--- config.mk ---
export PLATFORM = sky130hd
export DESIGN_NAME = mfb_front
export DESIGN_NICKNAME = d
export VERILOG_FILES = /design/src/rtl/mfb_pkg.sv /design/src/rtl/mfb_front.sv
export SDC_FILE = /design/constraint.sdc
export NUM_CORES = 1
export LEC_CHECK = 0
export BUFFER_PORTS_ARGS = -buffer_cell sky130_fd_sc_hd__buf_4
export CORE_UTILIZATION = 35
export DETAILED_ROUTE_END_ITERATION = 8
export SKIP_LAST_GASP = 1
export SLEW_MARGIN = 30
export SYNTH_ARGS = -nofsm -noshare
export SYNTH_HDL_FRONTEND = slang
export SYNTH_SLANG_ARGS = --single-unit
--- constraint.sdc ---
create_clock -name clk -period 2.9 [get_ports clk]
set_clock_uncertainty 0.15 [all_clocks]
set_input_delay 0.87 -clock clk [delete_from_list [all_inputs] [get_ports clk]]
set_output_delay 0.87 -clock clk [all_outputs]
set_load 0.03 [all_outputs]
--- src/rtl/mfb_pkg.sv ---
// Shared types, widths and codes for the monochrome frame store draw engine.
`timescale 1ns / 1ps

package mfb_pkg;

    // Defaults for the top-level size parameters
    localparam int DEF_MAX_WIDTH  = 1024;
    localparam int DEF_MAX_HEIGHT = 512;

    // Fixed widths that follow from the item and register fields
    localparam int FUNC_W = 3;
    localparam int COORD_W = 16;
    localparam int SIZE_W = 11;
    localparam int MODE_W = 2;
    localparam int RADDR_W = 16;
    localparam int DATA_W = 8;
    localparam int FW_W = 11;
    localparam int FH_W = 10;
    localparam int ROT_W = 1;
    localparam int CFG_IDX_W = 2;
    localparam int CFG_DATA_W = 11;

    localparam int W8_W = FW_W - 3;       // bytes per row
    localparam int NB_W = W8_W + FH_W;    // bytes in a frame
    localparam int CRD_W = 18;            // pixel coordinate after offset and rotation
    localparam int PRD_W = CRD_W + W8_W + 1;

    // Command codes on the func field
    localparam logic [FUNC_W-1:0] FUNC_FILL   = 3'd0;
    localparam logic [FUNC_W-1:0] FUNC_INVERT = 3'd1;
    localparam logic [FUNC_W-1:0] FUNC_MIRROR = 3'd2;
    localparam logic [FUNC_W-1:0] FUNC_FLIP   = 3'd3;
    localparam logic [FUNC_W-1:0] FUNC_READ   = 3'd4;

    // Pixel modes
    localparam logic [MODE_W-1:0] PM_CLEAR  = 2'd0;
    localparam logic [MODE_W-1:0] PM_SET    = 2'd1;
    localparam logic [MODE_W-1:0] PM_TOGGLE = 2'd2;
    localparam logic [MODE_W-1:0] PM_GRAY   = 2'd3;

    // Configuration register indexes
    localparam logic [CFG_IDX_W-1:0] REG_FRAME_WIDTH  = 2'd0;
    localparam logic [CFG_IDX_W-1:0] REG_FRAME_HEIGHT = 2'd1;
    localparam logic [CFG_IDX_W-1:0] REG_ROTATE       = 2'd2;

    localparam logic [FW_W-1:0]  RST_FRAME_WIDTH  = 11'd640;
    localparam logic [FH_W-1:0]  RST_FRAME_HEIGHT = 10'd384;

    typedef enum logic [2:0] {
        OP_FILL,
        OP_INVERT,
        OP_MIRROR,
        OP_FLIP,
        OP_READ,
        OP_NOP
    } op_t;

    typedef struct packed {
        op_t                        op;
        logic signed [COORD_W-1:0]  left;
        logic signed [COORD_W-1:0]  top;
        logic [SIZE_W-1:0]          width;
        logic [SIZE_W-1:0]          height;
        logic [MODE_W-1:0]          mode;
        logic [RADDR_W-1:0]         addr;
    } cmd_t;

    typedef struct packed {
        logic [FW_W-1:0]  frame_width;
        logic [FH_W-1:0]  frame_height;
        logic [ROT_W-1:0] rotate_quarter;
    } cfg_t;

    // Back end to front end handshake
    typedef struct packed {
        logic pop;
        logic clearing;
    } bk_ctl_t;

    typedef enum logic [3:0] {
        S_CLR,
        S_IDLE,
        S_SETUP,
        S_START,
        S_FADDR,
        S_FRD,
        S_FWR,
        S_INV_RD,
        S_INV_WR,
        S_SW_RDA,
        S_SW_RDB,
        S_SW_WRA,
        S_SW_WRB,
        S_RD,
        S_RD_WAIT,
        S_DONE
    } bk_state_t;

endpackage

--- src/rtl/mfb_front.sv ---
// Front end: takes command items, decodes func and holds them in a two-entry queue.
`timescale 1ns / 1ps

module mfb_front
    import mfb_pkg::*;
(
    input  logic                       clk,
    input  logic                       rst_n,
    input  logic                       in_valid,
    output logic                       in_stall,
    input  logic [FUNC_W-1:0]          func,
    input  logic signed [COORD_W-1:0]  rect_left,
    input  logic signed [COORD_W-1:0]  rect_top,
    input  logic [SIZE_W-1:0]          rect_width,
    input  logic [SIZE_W-1:0]          rect_height,
    input  logic [MODE_W-1:0]          pixel_mode,
    input  logic [RADDR_W-1:0]         read_address,
    input  bk_ctl_t                    bk_ctl,
    output logic                       cmd_valid,
    output cmd_t                       cmd
);

    localparam int DEPTH = 2;

    cmd_t       q_reg [DEPTH];
    logic       wr_ptr_reg, wr_ptr_next;
    logic       rd_ptr_reg, rd_ptr_next;
    logic [1:0] count_reg, count_next;
    logic       push;
    op_t        op_dec;

    always_comb
    begin
        unique case (func)
            FUNC_FILL:   op_dec = OP_FILL;
            FUNC_INVERT: op_dec = OP_INVERT;
            FUNC_MIRROR: op_dec = OP_MIRROR;
            FUNC_FLIP:   op_dec = OP_FLIP;
            FUNC_READ:   op_dec = OP_READ;
            default:     op_dec = OP_NOP;
        endcase
    end

    assign in_stall  = (count_reg == 2'(DEPTH)) || bk_ctl.clearing;
    assign push      = in_valid && !in_stall;
    assign cmd_valid = (count_reg != 2'd0);
    assign cmd       = q_reg[rd_ptr_reg];

    always_comb
    begin
        wr_ptr_next = wr_ptr_reg ^ push;
        rd_ptr_next = rd_ptr_reg ^ bk_ctl.pop;
        count_next  = count_reg + 2'(push) - 2'(bk_ctl.pop);
    end

    always_ff @(posedge clk or negedge rst_n)
    begin
        if (!rst_n)
        begin
            wr_ptr_reg <= 1'b0;
            rd_ptr_reg <= 1'b0;
            count_reg  <= 2'd0;
        end
        else
        begin
            wr_ptr_reg <= wr_ptr_next;
            rd_ptr_reg <= rd_ptr_next;
            count_reg  <= count_next;
        end
    end

    always_ff @(posedge clk)
    begin
        if (push)
        begin
            q_reg[wr_ptr_reg] <= '{op: op_dec, left: rect_left, top: rect_top,
                                   width: rect_width, height: rect_height,
                                   mode: pixel_mode, addr: read_address};
        end
    end

    a_no_overflow: assert property (@(posedge clk) disable iff (!rst_n)
        count_reg <= 2'(DEPTH)) else $error("queue count beyond depth");
    a_no_underflow: assert property (@(posedge clk) disable iff (!rst_n)
        bk_ctl.pop |-> count_reg != 2'd0) else $error("pop from empty queue");
    a_no_take_clr: assert property (@(posedge clk) disable iff (!rst_n)
        bk_ctl.clearing |-> !push) else $error("item taken during clear");

endmodule

Word level (Yosys, flattened, before mapping)
Memories as Yosys holds them, arrays and structs flattened.
Index checks and enable logic that the tools add are counted.
- input bits: 80
- output and inout port bits: 77
- word-level logic and storage cells: 21
- memories kept: 1
- RAM bits: 150
- flip-flop bits (word level): 4
- add/subtract/negate cells: 2
- mux-type cells: 3
- bitwise operators: 2
- eq/ne operators: 5
- reduce and logical (&&, ||, !) cells: 5
- memory list (name ; depth ; width ; read ports ; clocked after memory_dff ; wr ports ; RTL line ; text):
    q_reg ; 2 ; 75 ; 1 ; 0 ; 1 ; mfb_front.sv:25 ; cmd_t q_reg [DEPTH];
- operators with widths (operator ; count):
    3-bit case mux with 5 select lines ; 1
    3-bit by 2-bit == test with 1-bit output (second input constant) ; 2
    3-bit by 1-bit == test with 1-bit output (second input constant) ; 1
    3-bit == test (second input constant) ; 1
    3-bit zero test ; 1
    2-bit by 1-bit adder with 2-bit output ; 1
    2-bit == test (second input constant) ; 1
    1-bit two-way mux ; 2
    2-bit nonzero test ; 1
    2-bit by 1-bit subtractor with 2-bit output ; 1
    1-bit XOR ; 2
    1-bit logical AND ; 1
    1-bit zero test ; 1
    1-bit logical OR ; 1

Longest topological paths before layout
- depth after elaboration: 6
- depth in mapped cells: 7
- mapped depth without buffers: 7

Worst setup path before layout
OpenSTA, ideal clock, no wires.
- kind: input to register
- from: input bk_ctl[0] (netlist bit)
- to: memory q_reg[1][0] (netlist bit), enable pin
- stages: 2
- data required time: 2.308 ns
- setup time: 0.442 ns
- buffers on the path: 0
- slack: -0.588 ns
- data arrival time: 2.896 ns
- cells stage by stage: and3b_1 -> ha_1
- cells in the longest elaborated chain, start to end: 5
- RTL lines (what ; RTL line ; text):
    start: declaration ; mfb_front.sv:18 ; input bk_ctl_t bk_ctl,
    1-bit logical OR ; mfb_front.sv:44 ; assign in_stall = (count_reg == 2'(DEPTH)) || bk_ctl.clearing;
    1-bit zero test ; mfb_front.sv:45 ; assign push = in_valid && !in_stall;
    1-bit logical AND ; mfb_front.sv:45 ;
    1-bit two-way mux ; mfb_front.sv:74 ; if (push)
    1-bit two-way mux (implied by the code) ; mfb_front.sv:76 ; q_reg[wr_ptr_reg] <= '{op: op_dec, left: rect_left, top: rect_top,
    end: declaration ; mfb_front.sv:25 ;
Every way passes these cells.

==> flow_metrics.py <==
metrics = {
    "run_status": {
        "status": "finished clean",
    },
    "logic_synthesis": {
        "syn_inst": 255,
        "yosys_warnings": 0,
        "synth_area_leader_cell": "edfxtp_1",
        "synth-seq-cells": 154,
        "synthMuxAreaShare": 0.171,
        "synth_area_leaders": "edfxtp_1 78%, mux2_4 10%, mux2_2 6.8%",
        "synth_xor_xnor_area_share": 0.00452,
        "synth_area_um2": 5810,
        "synth_compound_area_frac": 0.00129,
        "synth_top_family_by_area": "multiplexers",
        "post_synth.cell_area_avg_um2": 22.8,
        "synth-simple-area-share": 0.00711,
        "syn-num-nets": 339,
        "yosysTopAreaCellShare": 0.776,
        "ys_seq_area_frac": 0.793,
        "synth.distinct_cells": 18,
        "synth_fa_ha_area_frac": 0.00862,
    },
    "grt": {
        "overflow": 0,
        "grt_max_degree": 44,
        "grtUsageTotal": 0.122,
        "antenna_found_initial": 0,
        "grt_pass1_vias": 3013,
        "grt_pass1_wl_um": 15000,
    },
    "clock_network": {
        "htreeDepth": 4,
        "cts_setup_buffers": 0,
        "clk_path_buf_depth": 2,
        "clock_tree.root_cell": "clkbuf_16",
        "cts_made_buffers": 17,
        "cts_tree": "built",
        "clkTransAtPathRegs_ns": 0.06,
        "clock_latency_ns": 0.41,
        "clock-sinks": 154,
    },
    "critical_path": {
        "r2r_start": "count_reg[1]",
        "worstPathArrival_ns": 1.80,
        "critical_path_class": "register to output pin",
        "end_kind": "output pin",
        "timing.critical_path.required_ns": 1.88,
        "critPathLaunchType": "register",
        "cp_max_fo": 32,
        "crit_start": "rd_ptr_reg",
    },
    "power_and_ir_drop": {
        "power_density_nw_per_um2": 991,
        "leakage_nw": 3.06,
        "peakVddDrop_mv": 0.574,
    },
    "floorplan": {
        "coreArea_um2": 16100,
        "placementRows": 46,
        "die_area_um2": 17100,
        "initial_core_util": 0.362,
        "dieHeight_um": 131,
        "ios": 157,
        "die_w_um": 131,
    },
    "detailed_routing": {
        "routedWlPerCell_um": 15.4,
        "drc": 0,
        "detailedRoute.firstPassIterationCount": 4,
        "vias": 2848,
        "wl_um": 10100,
        "antenna_left": 0,
        "drt_iter0_markers": 103,
        "vias_per_cell": 4.34,
    },
    "timing": {
        "finalCriticalPeriod_ns": 2.82,
        "min_period_over_period": 0.973,
        "final-setup-viol-count": 0,
        "rsz0062_at_grt": "yes",
        "hold_violations": 0,
        "setup_ws_ns": 0.0793,
        "worst_pin_slew_ns": 0.455,
        "fmax_mhz": 355,
        "slew_viol_final": 0,
        "slew_headroom": 0.697,
    },
    "final_layout": {
        "nets": 511,
        "largest_reg_flops": 150,
        "area_growth_pct": 36.4,
        "drive_above_1_share": 0.618,
        "design_area_um2": 7920,
        "antenna_cells": 0,
        "fill_cells": 1329,
    },
    "flow_run": {
        "drv_cap": 0,
    },
    "min_path": {
        "hp-class": "input port to asynchronous set/reset pin",
    },
    "place": {
        "port_buffers": 156,
        "placed_area_um2": 7300,
        "hpwl_um": 6700,
        "place.gp.congestion": 0.646,
        "place_ws_ns": 0.465,
    },
}
final cells by class:
type                    count  area, um^2  area share
flip-flops and latches    154        4610       0.582
multi-input cells          89        1140       0.145
clock buffers              21         470      0.0594
clock inverters            11         143      0.0180
inverters                   3        11.3     0.00142
repair buffers            162        1270       0.161
well taps                 216         270      0.0341
Yosys cell counts:
cell type,instances
a21o_1,1
and3b_1,1
buf_2,3
buf_4,1
buf_6,4
clkbuf_1,1
dfrtp_1,4
edfxtp_1,150
ha_1,4
inv_1,3
mux2_2,35
mux2_4,40
nand2b_1,2
nand3b_1,1
nor2b_1,1
or2_2,1
xnor2_1,2
xor2_1,1
path summary, 6_finish.rpt:
| check | to | slack (ns) | cells past startpoint |
|---|---|---|---|
| hold / removal | count_reg[0] | 0.09 | 1 |
| setup reg to reg | q_reg[0][35] | 0.99 | 4 |
| min in group clk | count_reg[1] | 0.34 | 1 |
| setup / recovery | cmd[16] | 0.08 | 3 |
| max in group asynchronous | rd_ptr_reg | 2.39 | 1 |
| hold reg to reg | count_reg[1] | 0.34 | 1 |
where the power goes:
part	leakage, nW	internal, W	switching, W
Sequential	1.42	0.00278	0.000108
Clock	0.299	0.00142	0.000825
Combinational	1.34	0.00123	0.00150
Total	3.06	0.00542	0.00243
layout by cell type (no fill, tap or decap), drive strengths merged:
cell type | Yosys | layout
nor2b | 1 | 1
clkinvlp | 0 | 2
dfrtp | 4 | 4
nand3b | 1 | 1
a21o | 1 | 1
and3b | 1 | 1
buf | 8 | 162
bufinv | 0 | 3
inv | 3 | 4
ha | 4 | 4
xor2 | 1 | 1
mux2 | 75 | 75
nand2b | 2 | 2
xnor2 | 2 | 2
or2 | 1 | 1
clkinv | 0 | 5
edfxtp | 150 | 150
clkbuf | 1 | 21
what timing repair did:
item	4_1_cts	5_1_grt
gates resized for setup	0	1
hold buffers	0	0
setup endpoints to repair	0	5
logic make-up after synthesis:
logic type / after synthesis
flip-flops: 154
AO/OA/AOI/OAI: 1
adder cells (fa/ha/maj): 4
multiplexers: 75
XOR/XNOR: 3
buffers and inverters: 12
AND/OR/NAND/NOR: 6
through the flow:
step                      hold WS [ns]  setup TNS, ns  utilization  total power, W  instances
after CTS                       0.0677              0        0.493         0.00797        656
final                           0.0918              0        0.493         0.00785        656
after floorplan                  0.310         -88.17            -         0.00480        255
after detailed placement         0.332              0        0.455         0.00569        624
after global placement           0.330              0        0.455         0.00567        624
after global routing            0.0673        -0.0330        0.493         0.00818        656
metal layers:
layer  track usage  wire length, um  vias to the layer above
li1              -                -                     1345
met1         0.130             4030                     1392
met2         0.205             5120                      100
met3        0.0489              764                       11
met4        0.0690              156                        0
met5             0                0                        -
critical path, cell delays in order (launching register included):
cell	delay, ns
dfrtp_4	0.55
buf_12	0.25
mux2_2	0.38
buf_4	0.17
No activity file was read; power rests on OpenSTA's default activity.
